## config.mk

```make
export PLATFORM = sky130hd
export DESIGN_NAME = link_frame_checker_core
export DESIGN_NICKNAME = d
export VERILOG_FILES = /design/src/rtl/lfc_pkg.sv /design/src/rtl/lfc_regs.sv /design/src/rtl/lfc_front.sv /design/src/rtl/lfc_queue.sv /design/src/rtl/lfc_back.sv /design/src/rtl/link_frame_checker_core.sv
export SDC_FILE = /design/constraint.sdc
export NUM_CORES = 1
export LEC_CHECK = 0
export BUFFER_PORTS_ARGS = -buffer_cell sky130_fd_sc_hd__buf_2
export CAP_MARGIN = 20
export CORE_ASPECT_RATIO = 0.75
export CORE_MARGIN = 3
export CORE_UTILIZATION = 40
export DETAILED_ROUTE_END_ITERATION = 10
export PLACE_DENSITY = 0.61
export SLEW_MARGIN = 30
export SYNTH_ARGS = -nofsm -noshare
export SYNTH_HDL_FRONTEND = slang
export SYNTH_HIERARCHICAL = 1
export SYNTH_SLANG_ARGS = --single-unit
```

## constraint.sdc

```tcl
create_clock -name clk -period 5.55 [get_ports clk]
set_input_delay 0.8325 -clock clk [delete_from_list [all_inputs] [get_ports clk]]
set_output_delay 0.8325 -clock clk [all_outputs]
set_load 0.005 [all_outputs]
```

## src/rtl/lfc_pkg.sv

```systemverilog
`timescale 1ns / 1ps
`default_nettype none

package lfc_pkg;

	localparam int HEADER_BYTES = 8;
	localparam int CRC_BYTES    = 2;
	localparam int FRAME_MIN    = HEADER_BYTES + CRC_BYTES;

	localparam logic [16:0] COUNT_MAX = 17'h1FFFF;
	localparam logic [15:0] CRC_INIT  = 16'hFFFF;
	localparam logic [15:0] CRC_POLY  = 16'h1021;
	localparam logic [15:0] CRC_MSB   = 16'h8000;

	localparam int ADDR_W = 5;

	localparam logic [2:0] REG_MAGIC   = 3'd0;
	localparam logic [2:0] REG_VERSION = 3'd1;
	localparam logic [2:0] REG_TYPE_A  = 3'd2;
	localparam logic [2:0] REG_TYPE_B  = 3'd3;
	localparam logic [2:0] REG_TYPE_C  = 3'd4;
	localparam logic [2:0] REG_MAX_LEN = 3'd5;

	typedef enum logic [2:0] {
		ST_OK        = 3'd0,
		ST_SHORT     = 3'd1,
		ST_BAD_MAGIC = 3'd2,
		ST_BAD_LEN   = 3'd3,
		ST_BAD_CRC   = 3'd4,
		ST_BAD_TYPE  = 3'd5
	} status_t;

	typedef enum logic {
		KIND_PAYLOAD = 1'b0,
		KIND_STATUS  = 1'b1
	} kind_t;

	typedef struct packed {
		logic [15:0] magic_word;
		logic [7:0]  version_code;
		logic [7:0]  type_code_a;
		logic [7:0]  type_code_b;
		logic [7:0]  type_code_c;
		logic [15:0] max_payload;
	} cfg_t;

	localparam cfg_t CFG_RESET = '{
		magic_word:   16'd0,
		version_code: 8'd0,
		type_code_a:  8'd1,
		type_code_b:  8'd2,
		type_code_c:  8'd3,
		max_payload:  16'd64
	};

	// one queue entry: what a single input byte causes
	typedef struct packed {
		logic        has_pay;
		logic [7:0]  pay;
		logic        has_stat;
		logic [7:0]  mtype;
		logic [15:0] seq;
		logic [15:0] len;
		status_t     status;
	} entry_t;

	function automatic logic [15:0] crc_byte(input logic [15:0] crc, input logic [7:0] b);
		logic [15:0] c;
		c = crc ^ {b, 8'h00};
		for (int i = 0; i < 8; i++) begin
			if ((c & CRC_MSB) != 16'd0) begin
				c = {c[14:0], 1'b0} ^ CRC_POLY;
			end else begin
				c = {c[14:0], 1'b0};
			end
		end
		return c;
	endfunction

endpackage

`default_nettype wire

```

## src/rtl/lfc_regs.sv

```systemverilog
`timescale 1ns / 1ps
`default_nettype none

module lfc_regs (
	input  wire                       clk,
	input  wire                       arst_n,
	input  wire                       psel,
	input  wire                       penable,
	input  wire                       pwrite,
	input  wire [lfc_pkg::ADDR_W-1:0] paddr,
	input  wire [31:0]                pwdata,
	output logic [31:0]               prdata,
	output logic                      pready,
	output lfc_pkg::cfg_t             cfg
);
	import lfc_pkg::*;

	cfg_t       cfg_q;
	logic [2:0] idx;
	logic       wr_en;

	assign idx    = paddr[4:2];
	assign wr_en  = psel & penable & pwrite;
	assign pready = 1'b1;
	assign cfg    = cfg_q;

	always_ff @(posedge clk or negedge arst_n) begin
		if (!arst_n) begin
			cfg_q <= CFG_RESET;
		end else if (wr_en) begin
			unique case (idx)
				REG_MAGIC:   cfg_q.magic_word   <= pwdata[15:0];
				REG_VERSION: cfg_q.version_code <= pwdata[7:0];
				REG_TYPE_A:  cfg_q.type_code_a  <= pwdata[7:0];
				REG_TYPE_B:  cfg_q.type_code_b  <= pwdata[7:0];
				REG_TYPE_C:  cfg_q.type_code_c  <= pwdata[7:0];
				REG_MAX_LEN: cfg_q.max_payload  <= pwdata[15:0];
				default: ;
			endcase
		end
	end

	always_comb begin
		unique case (idx)
			REG_MAGIC:   prdata = {16'd0, cfg_q.magic_word};
			REG_VERSION: prdata = {24'd0, cfg_q.version_code};
			REG_TYPE_A:  prdata = {24'd0, cfg_q.type_code_a};
			REG_TYPE_B:  prdata = {24'd0, cfg_q.type_code_b};
			REG_TYPE_C:  prdata = {24'd0, cfg_q.type_code_c};
			REG_MAX_LEN: prdata = {16'd0, cfg_q.max_payload};
			default:     prdata = 32'd0;
		endcase
	end

endmodule

`default_nettype wire

```

## src/rtl/lfc_front.sv

```systemverilog
`timescale 1ns / 1ps
`default_nettype none

module lfc_front (
	input  wire                 clk,
	input  wire                 arst_n,
	input  wire                 in_valid,
	output logic                in_ready,
	input  wire [7:0]           data_byte,
	input  wire                 frame_end,
	input  lfc_pkg::cfg_t       cfg,
	input  wire                 q_ready,
	output logic                q_push,
	output lfc_pkg::entry_t     q_entry
);
	import lfc_pkg::*;

	logic [16:0] count_q;
	logic [15:0] crc_q;
	logic [7:0]  dly0_q;
	logic [7:0]  dly1_q;
	logic [15:0] hdr_magic_q;
	logic [7:0]  hdr_ver_q;
	logic [7:0]  hdr_type_q;
	logic [15:0] hdr_seq_q;
	logic [15:0] hdr_len_q;

	logic [15:0] hdr_magic_n;
	logic [7:0]  hdr_ver_n;
	logic [7:0]  hdr_type_n;
	logic [15:0] hdr_seq_n;
	logic [15:0] hdr_len_n;
	logic [15:0] crc_n;
	logic [17:0] total;
	logic [17:0] want_total;
	logic        past_magic;
	logic        has_pay;
	logic        accept;
	status_t     status;

	assign in_ready = q_ready;
	assign accept   = in_valid & q_ready;

	always_comb begin
		hdr_magic_n = hdr_magic_q;
		hdr_ver_n   = hdr_ver_q;
		hdr_type_n  = hdr_type_q;
		hdr_seq_n   = hdr_seq_q;
		hdr_len_n   = hdr_len_q;
		unique case (count_q)
			17'd0:   hdr_magic_n[7:0]  = data_byte;
			17'd1:   hdr_magic_n[15:8] = data_byte;
			17'd2:   hdr_ver_n         = data_byte;
			17'd3:   hdr_type_n        = data_byte;
			17'd4:   hdr_seq_n[7:0]    = data_byte;
			17'd5:   hdr_seq_n[15:8]   = data_byte;
			17'd6:   hdr_len_n[7:0]    = data_byte;
			17'd7:   hdr_len_n[15:8]   = data_byte;
			default: ;
		endcase
	end

	// byte leaving the delay line enters the crc, and is payload from count 10 on, i.e. from frame byte 8
	assign past_magic = count_q >= 17'd2;
	assign has_pay    = count_q >= 17'(FRAME_MIN);
	assign crc_n      = past_magic ? crc_byte(crc_q, dly1_q) : crc_q;

	assign total      = {1'b0, count_q} + 18'd1;
	assign want_total = 18'(FRAME_MIN) + {2'b00, hdr_len_n};

	always_comb begin
		priority if (total < 18'(FRAME_MIN)) begin
			status = ST_SHORT;
		end else if (hdr_magic_n != cfg.magic_word || hdr_ver_n != cfg.version_code) begin
			status = ST_BAD_MAGIC;
		end else if (hdr_len_n > cfg.max_payload || total != want_total) begin
			status = ST_BAD_LEN;
		end else if (crc_n != {data_byte, dly0_q}) begin
			status = ST_BAD_CRC;
		end else if (hdr_type_n != cfg.type_code_a && hdr_type_n != cfg.type_code_b &&
				hdr_type_n != cfg.type_code_c) begin
			status = ST_BAD_TYPE;
		end else begin
			status = ST_OK;
		end
	end

	assign q_push           = accept & (has_pay | frame_end);
	assign q_entry.has_pay  = has_pay;
	assign q_entry.pay      = dly1_q;
	assign q_entry.has_stat = frame_end;
	assign q_entry.mtype    = hdr_type_n;
	assign q_entry.seq      = hdr_seq_n;
	assign q_entry.len      = hdr_len_n;
	assign q_entry.status   = status;

	always_ff @(posedge clk or negedge arst_n) begin
		if (!arst_n) begin
			count_q     <= 17'd0;
			crc_q       <= CRC_INIT;
			dly0_q      <= 8'd0;
			dly1_q      <= 8'd0;
			hdr_magic_q <= 16'd0;
			hdr_ver_q   <= 8'd0;
			hdr_type_q  <= 8'd0;
			hdr_seq_q   <= 16'd0;
			hdr_len_q   <= 16'd0;
		end else if (accept) begin
			if (frame_end) begin
				count_q     <= 17'd0;
				crc_q       <= CRC_INIT;
				dly0_q      <= 8'd0;
				dly1_q      <= 8'd0;
				hdr_magic_q <= 16'd0;
				hdr_ver_q   <= 8'd0;
				hdr_type_q  <= 8'd0;
				hdr_seq_q   <= 16'd0;
				hdr_len_q   <= 16'd0;
			end else begin
				if (count_q != COUNT_MAX) begin
					count_q <= count_q + 17'd1;
				end
				crc_q       <= crc_n;
				dly0_q      <= data_byte;
				dly1_q      <= dly0_q;
				hdr_magic_q <= hdr_magic_n;
				hdr_ver_q   <= hdr_ver_n;
				hdr_type_q  <= hdr_type_n;
				hdr_seq_q   <= hdr_seq_n;
				hdr_len_q   <= hdr_len_n;
			end
		end
	end

endmodule

`default_nettype wire

```

## src/rtl/lfc_queue.sv

```systemverilog
`timescale 1ns / 1ps
`default_nettype none

module lfc_queue #(
	parameter int DEPTH = 4
) (
	input  wire                 clk,
	input  wire                 arst_n,
	input  wire                 push,
	input  lfc_pkg::entry_t     push_entry,
	output logic                push_ready,
	input  wire                 pop,
	output logic                head_valid,
	output lfc_pkg::entry_t     head_entry
);
	import lfc_pkg::*;

	localparam int PTR_W = (DEPTH > 1) ? $clog2(DEPTH) : 1;
	localparam int CNT_W = $clog2(DEPTH + 1);

	entry_t             mem_q [DEPTH];
	logic [PTR_W-1:0]   wr_ptr_q;
	logic [PTR_W-1:0]   rd_ptr_q;
	logic [CNT_W-1:0]   count_q;

	function automatic logic [PTR_W-1:0] ptr_inc(input logic [PTR_W-1:0] p);
		return (p == PTR_W'(DEPTH - 1)) ? '0 : p + PTR_W'(1);
	endfunction

	assign push_ready = count_q != CNT_W'(DEPTH);
	assign head_valid = count_q != '0;
	assign head_entry = mem_q[rd_ptr_q];

	always_ff @(posedge clk) begin
		if (push) begin
			mem_q[wr_ptr_q] <= push_entry;
		end
	end

	always_ff @(posedge clk or negedge arst_n) begin
		if (!arst_n) begin
			wr_ptr_q <= '0;
			rd_ptr_q <= '0;
			count_q  <= '0;
		end else begin
			if (push) begin
				wr_ptr_q <= ptr_inc(wr_ptr_q);
			end
			if (pop) begin
				rd_ptr_q <= ptr_inc(rd_ptr_q);
			end
			if (push && !pop) begin
				count_q <= count_q + CNT_W'(1);
			end else if (pop && !push) begin
				count_q <= count_q - CNT_W'(1);
			end
		end
	end

`ifndef ASSERT_OFF
	a_no_overflow: assert property (@(posedge clk) disable iff (!arst_n)
		push |-> (count_q != CNT_W'(DEPTH)))
		else $error("queue push while full");

	a_no_underflow: assert property (@(posedge clk) disable iff (!arst_n)
		pop |-> (count_q != '0))
		else $error("queue pop while empty");

	a_count_tracks: assert property (@(posedge clk) disable iff (!arst_n)
		(push && !pop) |=> (count_q == $past(count_q) + CNT_W'(1)))
		else $error("queue count did not follow push");

	a_ptr_gap: assert property (@(posedge clk) disable iff (!arst_n)
		(count_q == '0) |-> (wr_ptr_q == rd_ptr_q))
		else $error("queue pointers apart while empty");
`endif

endmodule

`default_nettype wire

```

## src/rtl/lfc_back.sv

```systemverilog
`timescale 1ns / 1ps
`default_nettype none

module lfc_back (
	input  wire                 clk,
	input  wire                 arst_n,
	input  wire                 head_valid,
	input  lfc_pkg::entry_t     head_entry,
	output logic                pop,
	output logic                out_valid,
	input  wire                 out_ready,
	output logic                item_kind,
	output logic [7:0]          payload_byte,
	output logic [7:0]          message_type,
	output logic [15:0]         sequence_res,
	output logic [15:0]         payload_length,
	output logic [2:0]          status_code,
	output logic                last_item
);
	import lfc_pkg::*;

	logic        out_valid_q;
	logic        kind_q;
	logic [7:0]  pay_q;
	logic [7:0]  mtype_q;
	logic [15:0] seq_q;
	logic [15:0] len_q;
	logic [2:0]  status_q;
	logic        last_q;
	logic        pay_done_q;

	logic        load;
	logic        send_pay;

	assign load     = head_valid & (!out_valid_q | out_ready);
	// payload half goes first; the entry stays at the head until its status half is out
	assign send_pay = head_entry.has_pay & !pay_done_q;
	assign pop      = load & !(send_pay & head_entry.has_stat);

	always_ff @(posedge clk or negedge arst_n) begin
		if (!arst_n) begin
			out_valid_q <= 1'b0;
			pay_done_q  <= 1'b0;
		end else begin
			if (load) begin
				out_valid_q <= 1'b1;
				pay_done_q  <= send_pay & head_entry.has_stat;
			end else if (out_ready) begin
				out_valid_q <= 1'b0;
			end
		end
	end

	always_ff @(posedge clk) begin
		if (load) begin
			if (send_pay) begin
				kind_q   <= KIND_PAYLOAD;
				pay_q    <= head_entry.pay;
				mtype_q  <= 8'd0;
				seq_q    <= 16'd0;
				len_q    <= 16'd0;
				status_q <= ST_OK;
				last_q   <= 1'b0;
			end else begin
				kind_q   <= KIND_STATUS;
				pay_q    <= 8'd0;
				mtype_q  <= head_entry.mtype;
				seq_q    <= head_entry.seq;
				len_q    <= head_entry.len;
				status_q <= head_entry.status;
				last_q   <= 1'b1;
			end
		end
	end

	assign out_valid      = out_valid_q;
	assign item_kind      = kind_q;
	assign payload_byte   = pay_q;
	assign message_type   = mtype_q;
	assign sequence_res   = seq_q;
	assign payload_length = len_q;
	assign status_code    = status_q;
	assign last_item      = last_q;

`ifndef ASSERT_OFF
	a_split_holds_head: assert property (@(posedge clk) disable iff (!arst_n)
		pay_done_q |-> head_valid)
		else $error("status half pending without queue head");

	a_split_after_payload: assert property (@(posedge clk) disable iff (!arst_n)
		$rose(pay_done_q) |-> (out_valid_q && kind_q == KIND_PAYLOAD))
		else $error("split entry without payload item out");

	a_status_after_split: assert property (@(posedge clk) disable iff (!arst_n)
		(pay_done_q && load) |=> (kind_q == KIND_STATUS && !pay_done_q))
		else $error("split entry did not finish with status item");
`endif

endmodule

`default_nettype wire

```

## src/rtl/link_frame_checker_core.sv

```systemverilog
// link frame checker: one frame byte per input item (data_byte, frame_end on
// the final byte). frame layout: magic, version, type, sequence, length (all
// little endian), payload, crc-16/ccitt-false over everything before it.
// payload bytes come out as kind 0 items; the final byte of a frame yields
// one kind 1 status item with the header fields and the check result, after
// any payload byte the same input item pushed out.
// input channel: in_valid/in_ready; output channel: out_valid/out_ready.
// registers sit on an apb port at byte address 4*i, always ready, no waits.
// throughput: one input item per cycle while the queue has room; the final
// byte of a frame may make two result items, which leave one after the other.
// the front updates crc and header for each byte; the back emits one item
// per cycle from its output register while out_ready is high.
// a result item passes from the queue into the output register, which is
// loaded when it is empty or being taken; a status item behind a payload
// item from the same input item follows it once the payload item is taken.
// a queue of QUEUE_DEPTH entries sits between front and back; when the
// receiver stalls, the queue fills and in_ready drops once it is full.
// reset clears frame state, the queue pointers and count, and the output valid
// flag, and loads the register reset values; no clearing pass is needed.
`timescale 1ns / 1ps
`default_nettype none

module link_frame_checker_core #(
	parameter int QUEUE_DEPTH = 4
) (
	input  wire                       clk,
	input  wire                       arst_n,
	input  wire                       in_valid,
	output logic                      in_ready,
	input  wire [7:0]                 data_byte,
	input  wire                       frame_end,
	output logic                      out_valid,
	input  wire                       out_ready,
	output logic                      item_kind,
	output logic [7:0]                payload_byte,
	output logic [7:0]                message_type,
	output logic [15:0]               sequence_res,
	output logic [15:0]               payload_length,
	output logic [2:0]                status_code,
	output logic                      last_item,
	input  wire                       psel,
	input  wire                       penable,
	input  wire                       pwrite,
	input  wire [lfc_pkg::ADDR_W-1:0] paddr,
	input  wire [31:0]                pwdata,
	output logic [31:0]               prdata,
	output logic                      pready
);
	import lfc_pkg::*;

	cfg_t   cfg;
	logic   q_push;
	logic   q_ready;
	entry_t q_entry;
	logic   head_valid;
	entry_t head_entry;
	logic   pop;

	lfc_regs u_regs (
		.clk     (clk),
		.arst_n  (arst_n),
		.psel    (psel),
		.penable (penable),
		.pwrite  (pwrite),
		.paddr   (paddr),
		.pwdata  (pwdata),
		.prdata  (prdata),
		.pready  (pready),
		.cfg     (cfg)
	);

	lfc_front u_front (
		.clk       (clk),
		.arst_n    (arst_n),
		.in_valid  (in_valid),
		.in_ready  (in_ready),
		.data_byte (data_byte),
		.frame_end (frame_end),
		.cfg       (cfg),
		.q_ready   (q_ready),
		.q_push    (q_push),
		.q_entry   (q_entry)
	);

	lfc_queue #(
		.DEPTH (QUEUE_DEPTH)
	) u_queue (
		.clk        (clk),
		.arst_n     (arst_n),
		.push       (q_push),
		.push_entry (q_entry),
		.push_ready (q_ready),
		.pop        (pop),
		.head_valid (head_valid),
		.head_entry (head_entry)
	);

	lfc_back u_back (
		.clk            (clk),
		.arst_n         (arst_n),
		.head_valid     (head_valid),
		.head_entry     (head_entry),
		.pop            (pop),
		.out_valid      (out_valid),
		.out_ready      (out_ready),
		.item_kind      (item_kind),
		.payload_byte   (payload_byte),
		.message_type   (message_type),
		.sequence_res   (sequence_res),
		.payload_length (payload_length),
		.status_code    (status_code),
		.last_item      (last_item)
	);

endmodule

`default_nettype wire
```

After elaboration in Yosys (flattened, before gate mapping)

Memories as Yosys holds them, arrays and structs flattened.
Cells that the tools add are included.

Register bits after elaboration: 238
Bits in writable memories: 212
Input port bits: 53
Memories: 1

Add/sub/neg operators: 7
Order comparisons: 4
Equality and inequality tests: 23
Multiplexer cells: 42
Bitwise gates (word level): 19
Reductions and logical operators: 24

Memory list:

| memory        | depth | bits a word | rd ports | clocked after Yosys merged registers in | write ports | line            | source |
|---|---|---|---|---|---|---|---|
| u_queue.mem_q | 4     | 53          | 1        | 0                                       | 1           | lfc_queue.sv:21 | `entry_t mem_q [DEPTH];` |

Operator list:

| cell                  | count |
|---|---|
| $mux 13               | 8 |
| $mux 8                | 12 |
| $pmux 16 s6           | 1 |
| $mux 16               | 5 |
| $eq 17x3->1 const B   | 4 |
| $eq 17x2->1 const B   | 2 |
| $mux 17               | 2 |
| $ne 16x16->1          | 2 |
| $ne 8x8->1            | 4 |
| $not 3->3             | 8 |
| $mux 3                | 7 |
| $add 17x1->18 const B | 1 |
| $lt 18x4->1 const B   | 1 |
| $ne 18x18->1          | 1 |
| $add 17x1->17 const B | 1 |
| $add 4x16->17 const A | 1 |
| $eq 17x1->1 const B   | 1 |
| $ge 17x2->1 const B   | 1 |
| $ge 17x4->1 const B   | 1 |
| $logic_not 17->1      | 1 |
| $ne 17x17->1 const B  | 1 |
| $gt 16x16->1          | 1 |
| $xor 16x16->16        | 1 |
| $reduce_and 2->1      | 7 |
| other kinds (18)      | 45 |

Depth between registers and ports, before layout

Gate-level depths: netlist of run 1.

Word-level depth: 23
Depth in mapped cells: 18

Hierarchy

Netlist of run 1, hierarchy kept.

By module, submodules not included:

| module    | instances | cells each | area an instance (sq um) | sequential area each (sq um) |
|---|---|---|---|---|
| lfc_front | 1         | 909        | 8,190.4                  | 2,847.7 |
| lfc_queue | 1         | 315        | 8,131.5                  | 6,541.3 |
| lfc_regs  | 1         | 231        | 3,108.0                  | 1,607.8 |
| lfc_back  | 1         | 119        | 2,042.0                  | 1,611.5 |

Worst setup path before layout of run 1

Ideal clock, no wire load.

Kind: register to register
Start point: register u_front.count_q[0]
End point: memory u_queue/mem_q[0][0] (netlist bit) (data pin)
Library setup time: 279 ps
Arrival: 4,170 ps
Required time: 5,271 ps
Path slack: 1,101 ps
Stages on the path, launching flop included: 19
Buffers on the path: 2
Period minus slack after synthesis: 4,449 ps
Cells stage by stage: dfrtp_1 -> clkbuf_1 -> inv_1 -> ha_1 -> nor4b_1 -> nand4_1 -> clkbuf_1 -> mux2i_1 -> inv_1 -> ha_1 -> and4_1 -> a21oi_1 -> a31oi_1 -> a2111oi_0 -> o32ai_1 -> nor4_1 -> nand3_1 -> a2111oi_0 -> o21bai_1

RTL lines:

| what                   | line             | source |
|---|---|---|
| start, declared        | lfc_front.sv:18  | `logic [16:0] count_q;` |
| start signal, assigned | lfc_front.sv:121 | `count_q <= count_q + 17'd1;` |
| end, declared          | lfc_queue.sv:21  |  |

==> results.sh, run 1 <==
export IMPL_cp_start_kind="register"
export IMPL_hpwlAfterDp_mm=38.1
export IMPL_vias=13400
export IMPL_ys_ff_latch=450
export IMPL_fmax_ghz=0.190
export IMPL_worst_hold_path_type="input port to async pin"
export IMPL_peakVddDrop_mv=0.209
export IMPL_fin_crit_sh=0.947
export IMPL_synthesis_area_mm2=0.0215
export IMPL_grt_max_degree=120
export IMPL_netlist_instances=1574
export IMPL_synth_edf_count=264
export IMPL_die_height_um=207
export IMPL_port_buffers=105
export IMPL_r2r_start="u_front/count_q[11]$_DFFE_PN0P_"
export IMPL_wl_per_cell_um=23.1
export IMPL_worstPathCellList="or4_4 -> nor3_1 -> nand4_1 -> a21oi_1 -> inv_1 -> ha_1 -> and3_1 -> nand4_1 -> a2111oi_0 -> o32ai_1 -> nor4_1 -> nand3_1 -> a2111oi_0 -> o21bai_1"
export IMPL_rsz0062_at_grt="false"
export IMPL_crit_path_end_kind="register"
export IMPL_final_max_slew_viol_count=0
export IMPL_overflow=0
export IMPL_drive_gt1_frac=0.231
export IMPL_die_x_um=274
export IMPL_worst_path_buf_inv=1
export IMPL_synth_distinct_cells=85
export IMPL_slew_headroom=0.379
export IMPL_crit_fanout=6
export IMPL_tritoncts="yes"
export IMPL_drc_errors=0
export IMPL_cpPeakStageDelay_ns=0.59
export IMPL_via_per_inst=5.56
export IMPL_power_density_mw_per_mm2=468
export IMPL_fillerInstances=4571
export IMPL_cts_buffer_depth=3
export IMPL_clock_latency_ns=0.58
export IMPL_ctsHtreeMaxLevel=2
export IMPL_synthArstFlopShare=0.413
export IMPL_reg2regPathDepth=14
export IMPL_cp_arrival_ns=5.55
export IMPL_setup_viol=0
export IMPL_ys_warn_count=6
export IMPL_area_delta_synth_final_pct=12.7
export IMPL_antenna_found_initial=1
export IMPL_synthFlopType="edfxtp_1"
export IMPL_worstPathRequired_ns=5.84
export IMPL_hold_violations=0
export IMPL_skew_ns=0.0152
export IMPL_cts_num_sinks=450
export IMPL_finalPower_mw=11.3
export IMPL_start_util=0.410
export IMPL_avgSynthCellArea_um2=13.6
export IMPL_final_nets=1753
export IMPL_clk_pin_slew_ns=0.06
export IMPL_io_pins=141
export IMPL_fin_cells=2412
export IMPL_dp_cells=2327
export IMPL_drt_total_wl_mm=55.7
export IMPL_mostFrequentLayoutCells="264 x edfxtp_1, 163 x dfrtp_1, 104 x buf_2, 95 x nand2_1, 90 x mux2_2"
export IMPL_coreArea_mm2=0.0523
export IMPL_regToRegSetupSlack_ns=0.29
export IMPL_die_area_mm2=0.0565
export IMPL_layout_cells_most_common="edfxtp_1"
export IMPL_grt_pass1_vias=13200
export IMPL_post_cts_buffers=0
export IMPL_tightest_slew_ns=0.929
export IMPL_place_gp_congestion=0.932
export IMPL_fin_tns_setup_ns=0
export IMPL_leakagePower_nw=9.70
export IMPL_cts_root_buffer="clkbuf_16"
export IMPL_fin_hold_ws_ns=0.246
export IMPL_numCtsBuffers=46
export IMPL_drt_first_pass_iters=6
export IMPL_drv_cap=0
export IMPL_grt_total_usage=0.198
export IMPL_antenna_left=0
export IMPL_r2r_end="u_queue/mem_q[1][0]$_DFFE_PP_"
export IMPL_fin_util=0.462
export IMPL_fin_crit_ns=5.26
export IMPL_worst_setup_path_type="register to register"
export IMPL_ys_seq_area_frac=0.587
export IMPL_drt_iter0_drc=1272
export IMPL_worst_path_max_delay_cell="or4_4"
export IMPL_placementRows=72
export IMPL_outcome="finished clean"
export IMPL_critPathTopFamily="simple AND/OR/NAND/NOR gates"
export IMPL_grt_first_pass_wirelength_mm=84.2
-- how the worst max path moves through the flow --
stage	slack [ns]	to	startpoint	depth (start not counted)
finish	0.29	u_queue/mem_q[1][0]$_DFFE_PP_	u_front/count_q[11]$_DFFE_PN0P_	14
global route	0.07	u_queue/mem_q[3][0]$_DFFE_PP_	u_front/count_q[0]$_DFFE_PN0P_	17
CTS	0.42	u_queue/mem_q[3][0]$_DFFE_PP_	u_front/count_q[11]$_DFFE_PN0P_	15
detailed placement	0.42	u_queue/mem_q[3][0]$_DFFE_PP_	u_front/count_q[11]$_DFFE_PN0P_	15
global placement	0.47	u_queue/mem_q[0][0]$_DFFE_PP_	u_front/count_q[11]$_DFFE_PN0P_	15
floorplan	1.10	u_queue/mem_q[0][0]$_DFFE_PP_	u_front/count_q[0]$_DFFE_PN0P_	18
-- worst reg2reg max path, stage by stage, from the launching register on --
cell and delay (ns):
dfrtp_1 0.44, or4_4 0.59, nor3_1 0.43, nand4_1 0.32, a21oi_1 0.39, inv_1 0.16, ha_1 0.30, and3_1 0.17
nand4_1 0.22, a2111oi_0 0.58, o32ai_1 0.18, nor4_1 0.44, nand3_1 0.15, a2111oi_0 0.41, o21bai_1 0.21
-- cells by family (layout without fill, tap and decap cells) --
| logic type | Yosys count | in the layout | synth area share |
|---|---|---|---|
| buffers and inverters | 165 | 284 | 0.0399 |
| multiplexers | 191 | 191 | 0.126 |
| XOR/XNOR | 131 | 131 | 0.0586 |
| flip-flops | 450 | 450 | 0.587 |
| AO/OA/AOI/OAI | 248 | 248 | 0.0803 |
| other | 2 | 18 | 0.000350 |
| adder cells (fa/ha/maj) | 28 | 28 | 0.0167 |
| AND/OR/NAND/NOR | 359 | 359 | 0.0909 |
-- metrics by stage --
step | area (um2) | worst slack [ns]
final | 24200 | 0.294
after global routing | 24200 | 0.0673
after CTS | 24200 | 0.425
after detailed placement | 22600 | 0.422
after global placement | 22600 | 0.468
after floorplan | 21500 | 1.10
-- power by group --
part / internal, mW / total [mW] / switching (mW)
clock network: 1.97 / 3.28 / 1.31
registers: 4.36 / 4.81 / 0.446
logic: 1.47 / 3.24 / 1.77
total: 7.80 / 11.3 / 3.53
-- timing repair --
action                     in CTS  in global routing
setup endpoints to repair       0                  4
hold buffers                    0                  0
resized for setup               0                  1
-- cell type report --
type,count,area (um2),share of cell area
clock inverter,21,318,0.0131
tap,703,880,0.0364
timing repair buffer,134,763,0.0315
sequential,450,12600,0.521
clock buffer,63,1290,0.0535
multi-input combinational,974,8080,0.334
inverter,66,250,0.0103
antenna,1,2.50,0.000103
-- Yosys cell counts (all sizes together), types with 48 or more instances --
| master | number | area share |
|---|---|---|
| and2 | 61 | 0.018 |
| buf | 51 | 0.020 |
| clkbuf | 48 | 0.0084 |
| dfrtp | 165 | 0.19 |
| edfxtp | 264 | 0.37 |
| inv | 64 | 0.011 |
| mux2 | 90 | 0.047 |
| mux2i | 48 | 0.022 |
| mux4 | 53 | 0.056 |
| nand2 | 99 | 0.018 |
| nor2 | 58 | 0.011 |
| o21ai | 74 | 0.017 |
| xnor2 | 84 | 0.034 |
-- state kept, by name, summed over array words and instances, names as in the netlist --
signal,count
u_back/out_valid,1
u_queue/count_q,3
u_front/dly0_q,8
u_regs/cfg,64
u_back/sequence_res,16
u_queue/mem_q,212
u_front/hdr_len_q,16
u_back/payload_length,16
u_front/hdr_ver_q,8
u_back/status_code,3
u_front/hdr_seq_q,16
u_front/hdr_magic_q,16
u_back/message_type,8
u_queue/rd_ptr_q,2
u_back/last_item,1
u_front/crc_q,16
u_front/count_q,17
u_back/payload_byte,8
u_front/dly1_q,8
u_queue/wr_ptr_q,2
u_front/hdr_type_q,8
u_back/pay_done_q,1
-- metal layers --
| layer | GRT usage | up-vias | wire length (um) |
|---|---|---|---|
| li1 | - | 6044 | - |
| met1 | 0.289 | 6851 | 25700 |
| met2 | 0.294 | 451 | 24500 |
| met3 | 0.0476 | 73 | 4280 |
| met4 | 0.0560 | 2 | 1310 |
| met5 | 0 | - | 13 |
Note: power is estimated with default switching activity, not from simulation.
==> inputs of run 2 (changes only) <==
--- a/config.mk
+++ b/config.mk
@@ -9,9 +9,9 @@
 export CAP_MARGIN = 20
 export CORE_ASPECT_RATIO = 0.75
 export CORE_MARGIN = 3
-export CORE_UTILIZATION = 40
+export CORE_UTILIZATION = 55
 export DETAILED_ROUTE_END_ITERATION = 10
-export PLACE_DENSITY = 0.61
+export PLACE_DENSITY = 0.77
 export SLEW_MARGIN = 30
 export SYNTH_ARGS = -nofsm -noshare
 export SYNTH_HDL_FRONTEND = slang
==> run 2 against run 1 <==
  * Via count rose by 1.4%
  * Clock power fell by 8.5%
  * Worst setup slack improved by 0.081 ns
  * Sequential cell count did not move
  * Die area fell by 27%
  * Cell area fell by 1.5%
  * Critical endpoint is now u_queue/mem_q[0][0]$_DFFE_PP_
  * Highest routed layer is now met4
==> results.sh, run 2 (synthesis gave the netlist of run 1 again) <==
export IMPL_grt_max_degree=101
export IMPL_largest_reg_flops=212
export IMPL_fin_tns_setup_ns=0
export IMPL_clockPowerShare=0.272
export IMPL_setup_viol=0
export IMPL_tritoncts="yes"
export IMPL_vias=13600
export IMPL_outcome="finished clean"
export IMPL_slew_headroom=0.383
export IMPL_worst_path_max_delay_cell="or4_4"
export IMPL_die_height_um=177
export IMPL_seq_area_mm2=0.0126
export IMPL_fmax_ghz=0.193
export IMPL_critPathTopFamily="simple AND/OR/NAND/NOR gates"
export IMPL_tightest_slew_ns=0.922
export IMPL_antenna_left=0
export IMPL_worst_hold_path_type="input port to async pin"
export IMPL_die_x_um=234
export IMPL_numCtsBuffers=44
export IMPL_drt_iter0_drc=1349
export IMPL_peakVddDrop_mv=0.234
export IMPL_cp_arrival_ns=5.45
export IMPL_regToRegSetupSlack_ns=0.38
export IMPL_p_int_mw=7.58
export IMPL_worst_path_buf_inv=1
export IMPL_hpwlAfterDp_mm=33.9
export IMPL_max_flop_register="u_queue/mem_q"
export IMPL_fin_crit_sh=0.932
export IMPL_drt_total_wl_mm=52.2
export IMPL_start_util=0.559
export IMPL_rsz0062_at_grt="false"
export IMPL_fin_hold_ws_ns=0.361
export IMPL_diodes=0
export IMPL_grt_pass1_vias=13700
export IMPL_drt_first_pass_iters=5
export IMPL_power_density_mw_per_mm2=463
export IMPL_worstPathRequired_ns=5.83
export IMPL_placementRows=62
export IMPL_crit_path_end_kind="register"
export IMPL_final_max_slew_viol_count=0
export IMPL_grt_total_usage=0.255
export IMPL_cp_start_kind="register"
export IMPL_pwr_share_comb=0.296
export IMPL_cts_root_buffer="clkbuf_16"
export IMPL_worst_setup_path_type="register to register"
export IMPL_multi_input_area_mm2=0.00809
export IMPL_cts_num_sinks=450
export IMPL_final_nets=1754
export IMPL_skew_ns=0.0178
export IMPL_grt_first_pass_wirelength_mm=80.9
export IMPL_die_area_mm2=0.0415
export IMPL_finalPower_mw=11.0
export IMPL_io_pins=141
export IMPL_cts_buffer_depth=3
export IMPL_worstPathCellList="or4_4 -> nor3_1 -> nand4_1 -> a21oi_1 -> inv_1 -> ha_1 -> and3_1 -> nand4_1 -> a31oi_1 -> a2111oi_0 -> o32ai_1 -> nor4_1 -> nand3_1 -> a2111oi_0 -> o21bai_1"
export IMPL_port_buffers=105
export IMPL_cpPeakStageDelay_ns=0.59
export IMPL_swShare=0.313
export IMPL_via_per_inst=6.13
export IMPL_pre_cts_ws_ns=0.243
export IMPL_antenna_found_initial=0
export IMPL_drv_cap=0
export IMPL_p_seq_frac=0.432
export IMPL_mostFrequentLayoutCells="264 x edfxtp_1, 163 x dfrtp_1, 104 x buf_2, 95 x nand2_1, 90 x mux2_2"
export IMPL_fin_crit_ns=5.17
export IMPL_drc_errors=0
export IMPL_clock_latency_ns=0.56
export IMPL_drive_gt1_frac=0.232
export IMPL_wl_per_cell_um=23.5
export IMPL_hold_violations=0
export IMPL_place_gp_congestion=0.930
export IMPL_crit_fanout=6
export IMPL_setup_ws_ns=0.375
export IMPL_fillerInstances=2839
export IMPL_area_delta_synth_final_pct=11.0
export IMPL_clk_pin_slew_ns=0.06
export IMPL_ctsHtreeMaxLevel=2
export IMPL_overflow=0
export IMPL_power_switching_mw=3.45
export IMPL_coreArea_mm2=0.0384
export IMPL_layout_cells_most_common="edfxtp_1"
export IMPL_leakagePower_nw=9.64
==> run 2: layout make-up <==
type	count	area share
multi-input combinational	974	0.339
sequential	450	0.529
tap	512	0.0269
clock inverter	22	0.00819
timing repair buffer	137	0.0333
inverter	66	0.0105
clock buffer	60	0.0525
==> run 2: path summary, 6_finish.rpt <==
kind                       cells after the start                            start                              to
max in group asynchronous                      2                           arst_n      u_regs/cfg[29]$_DFFE_PN0P_
hold reg to reg                                1   u_queue/count_q[2]$_DFFE_PN0P_  u_queue/count_q[2]$_DFFE_PN0P_
hold / removal                                 1                           arst_n   u_front/dly0_q[7]$_DFFE_PN0P_
setup reg to reg                              15  u_front/count_q[11]$_DFFE_PN0P_   u_queue/mem_q[0][0]$_DFFE_PP_
setup / recovery                              15  u_front/count_q[11]$_DFFE_PN0P_   u_queue/mem_q[0][0]$_DFFE_PP_
min in group clk                               1   u_queue/count_q[2]$_DFFE_PN0P_  u_queue/count_q[2]$_DFFE_PN0P_
==> run 2: per-layer routing <==
metal	vias to the layer above	wire, um	global-route usage	share of wire
li1	6034	-	-	-
met5	-	0	0	0
met1	6927	23100	0.380	0.44
met2	574	24400	0.400	0.47
met4	0	932	0.0578	0.018
met3	80	3810	0.0380	0.073
==> run 2: worst reg2reg max path: cells and delay by family, from the launching register on <==
kind / cells / cell delay (ns)
and+or+nand+nor: 7 / 2.18
AOI/OAI and AO/OA: 6 / 1.84
buffers and inverters: 1 / 0.15
DFF: 1 / 0.44
adders and majority gates: 1 / 0.28
==> run 2: through the flow <==
stage / cell area (um2) / instances / util
2_1_floorplan: 21500 / 1589 / -
6_report: 23800 / 2221 / 0.621
3_5_place_dp: 22300 / 2134 / 0.581
3_3_place_gp: 22300 / 2134 / 0.581
4_1_cts: 23800 / 2216 / 0.619
5_1_grt: 23800 / 2221 / 0.621
==> run 2: power by group through the flow <==
| stage | logic, mW | clock network, mW | registers, mW |
|---|---|---|---|
| 2_1_floorplan | 2.42 | 0 | 4.71 |
| 3_3_place_gp | 3.15 | 0 | 4.80 |
| 3_5_place_dp | 3.22 | 0 | 4.82 |
| 4_1_cts | 3.25 | 3.05 | 4.76 |
| 5_1_grt | 3.56 | 3.19 | 4.84 |
| 6_report | 3.27 | 3.00 | 4.76 |
==> run 2: what timing repair did <==
item / CTS / global route
hold buffers: 0 / 0
gates resized for setup: 0 / 2
setup buffers: 0 / 4
setup endpoints to repair: 0 / 12
==> inputs of run 3 (changes only) <==
--- a/config.mk
+++ b/config.mk
@@ -7,7 +7,6 @@
 export LEC_CHECK = 0
 export BUFFER_PORTS_ARGS = -buffer_cell sky130_fd_sc_hd__buf_2
 export CAP_MARGIN = 20
-export CORE_ASPECT_RATIO = 0.75
 export CORE_MARGIN = 3
 export CORE_UTILIZATION = 55
 export DETAILED_ROUTE_END_ITERATION = 10
==> run 3 against run 2 <==
  * First-iteration DRC count is 10% lower
  * Maximum frequency is 3.0% higher
  * Combinational power is 2% lower
  * Hold slack worse by 0.29 ns
  * Register-to-register slack better by 0.15 ns
  * Die area hardly changed
  * Critical endpoint is now u_queue/mem_q[3][2]$_DFFE_PP_
  * Largest power group unchanged
  * Highest routed layer is now met5
==> results.sh, run 3 (synthesis gave the netlist of run 1 again) <==
export IMPL_outcome="finished clean"
export IMPL_die_height_um=204
export IMPL_finalPower_mw=10.9
export IMPL_overflow=0
export IMPL_slew_headroom=0.376
export IMPL_cts_hold_buf=0
export IMPL_max_flop_register="u_queue/mem_q"
export IMPL_clock_latency_ns=0.58
export IMPL_wl_per_cell_um=23.5
export IMPL_via_per_inst=6.14
export IMPL_place_area_mm2=0.0223
export IMPL_grt_pass1_vias=13700
export IMPL_worst_hold_path_type="input port to async pin"
export IMPL_drv_cap=0
export IMPL_fin_crit_ns=5.02
export IMPL_cp_arrival_ns=5.36
export IMPL_place_gp_congestion=0.940
export IMPL_skew_ns=0.0248
export IMPL_die_x_um=204
export IMPL_drt_iter0_drc=1214
export IMPL_placementRows=71
export IMPL_final_max_slew_viol_count=0
export IMPL_rsz0062_at_grt="false"
export IMPL_cts_buffer_depth=3
export IMPL_multi_input_area_mm2=0.00808
export IMPL_fmax_ghz=0.199
export IMPL_numCtsBuffers=45
export IMPL_cp_start_kind="register"
export IMPL_clk_pin_slew_ns=0.06
export IMPL_cts_num_sinks=450
export IMPL_largest_reg_flops=212
export IMPL_mostFrequentLayoutCells="264 x edfxtp_1, 163 x dfrtp_1, 104 x buf_2, 95 x nand2_1, 90 x mux2_2"
export IMPL_layout_cells_most_common="edfxtp_1"
export IMPL_tritoncts="yes"
export IMPL_cts_root_buffer="clkbuf_16"
export IMPL_leakagePower_nw=9.59
export IMPL_start_util=0.563
export IMPL_drt_first_pass_iters=6
export IMPL_fillerInstances=2846
export IMPL_antenna_found_initial=1
export IMPL_area_delta_synth_final_pct=10.6
export IMPL_drc_errors=0
export IMPL_fin_tns_setup_ns=0
export IMPL_post_cts_buffers=0
export IMPL_peakVddDrop_mv=0.333
export IMPL_setup_viol=0
export IMPL_ctsHtreeMaxLevel=2
export IMPL_ctsResizeCount=0
export IMPL_grt_first_pass_wirelength_mm=80.5
export IMPL_hpwlAfterDp_mm=34.2
export IMPL_tightest_slew_ns=0.936
export IMPL_power_density_mw_per_mm2=460
export IMPL_seq_area_mm2=0.0126
export IMPL_worstPathRequired_ns=5.89
export IMPL_final_area_mm2=0.0238
export IMPL_grt_max_degree=118
export IMPL_vias=13600
export IMPL_die_area_mm2=0.0414
export IMPL_coreArea_mm2=0.0381
export IMPL_crit_path_end_kind="register"
export IMPL_diodes=0
export IMPL_io_pins=141
export IMPL_crit_fanout=6
export IMPL_fin_crit_sh=0.905
export IMPL_hold_violations=0
export IMPL_antenna_left=0
export IMPL_port_buffers=105
export IMPL_grt_total_usage=0.252
export IMPL_worst_setup_path_type="register to register"
export IMPL_drive_gt1_frac=0.223
export IMPL_drt_total_wl_mm=51.9
export IMPL_final_nets=1747
[run 3: where the power goes]
group / switching [mW] / internal, mW
clock: 1.26 / 1.69
combinational: 1.74 / 1.46
sequential: 0.412 / 4.36
[run 3: metrics by stage]
stage / worst slack [ns] / hold slack, ns / std cells / util
final: 0.526 / 0.0673 / 2212 / 0.623
after global routing: 0.180 / 0.0504 / 2212 / 0.623
after CTS: 0.563 / 0.0437 / 2212 / 0.623
after detailed placement: 0.580 / 0.470 / 2130 / 0.586
after global placement: 0.646 / 0.463 / 2129 / 0.585
after floorplan: 1.10 / 0.450 / 1589 / -
[run 3: layer usage]
| layer | GRT usage | up-vias | part of all wire |
|---|---|---|---|
| met3 | 0.0508 | 131 | 0.074 |
| met5 | 0 | - | 0.00039 |
| met1 | 0.343 | 6872 | 0.41 |
| met2 | 0.405 | 557 | 0.47 |
| met4 | 0.0937 | 2 | 0.037 |
| li1 | - | 6028 | - |
[run 3: path summary, 6_finish.rpt]
path	from	endpoint	slack [ns]	cells past startpoint
hold / removal	arst_n	u_regs/cfg[11]$_DFFE_PN0P_	0.07	1
setup / recovery	u_front/count_q[11]$_DFFE_PN0P_	u_queue/mem_q[3][2]$_DFFE_PP_	0.53	15
min in group clk	u_queue/count_q[2]$_DFFE_PN0P_	u_queue/count_q[2]$_DFFE_PN0P_	0.48	1
hold reg to reg	u_queue/count_q[2]$_DFFE_PN0P_	u_queue/count_q[2]$_DFFE_PN0P_	0.48	1
max in group asynchronous	arst_n	u_queue/rd_ptr_q[0]$_DFFE_PN0P_	4.22	3
setup reg to reg	u_front/count_q[11]$_DFFE_PN0P_	u_queue/mem_q[3][2]$_DFFE_PP_	0.53	15
[run 3: area by class of cell]
type | instances | share of cell area
Tap cell | 511 | 0.0269
Inverter | 66 | 0.0105
Sequential cell | 450 | 0.531
Clock buffer | 65 | 0.0518
Timing Repair Buffer | 129 | 0.0314
Clock inverter | 17 | 0.00832
Multi-Input combinational cell | 974 | 0.340
[run 3: worst max-delay path, cell delays in order, from the launching register on]
cell	delay, ns
dfrtp_1	0.43
or4_4	0.59
nor3_1	0.36
nand4_1	0.24
a21oi_1	0.32
inv_1	0.17
ha_1	0.31
and3_1	0.19
nand4_1	0.26
a2111oi_0	0.46
buf_4	0.19
o32ai_1	0.09
nor4_1	0.43
and3_1	0.22
nand4b_1	0.13
nor4_2	0.39
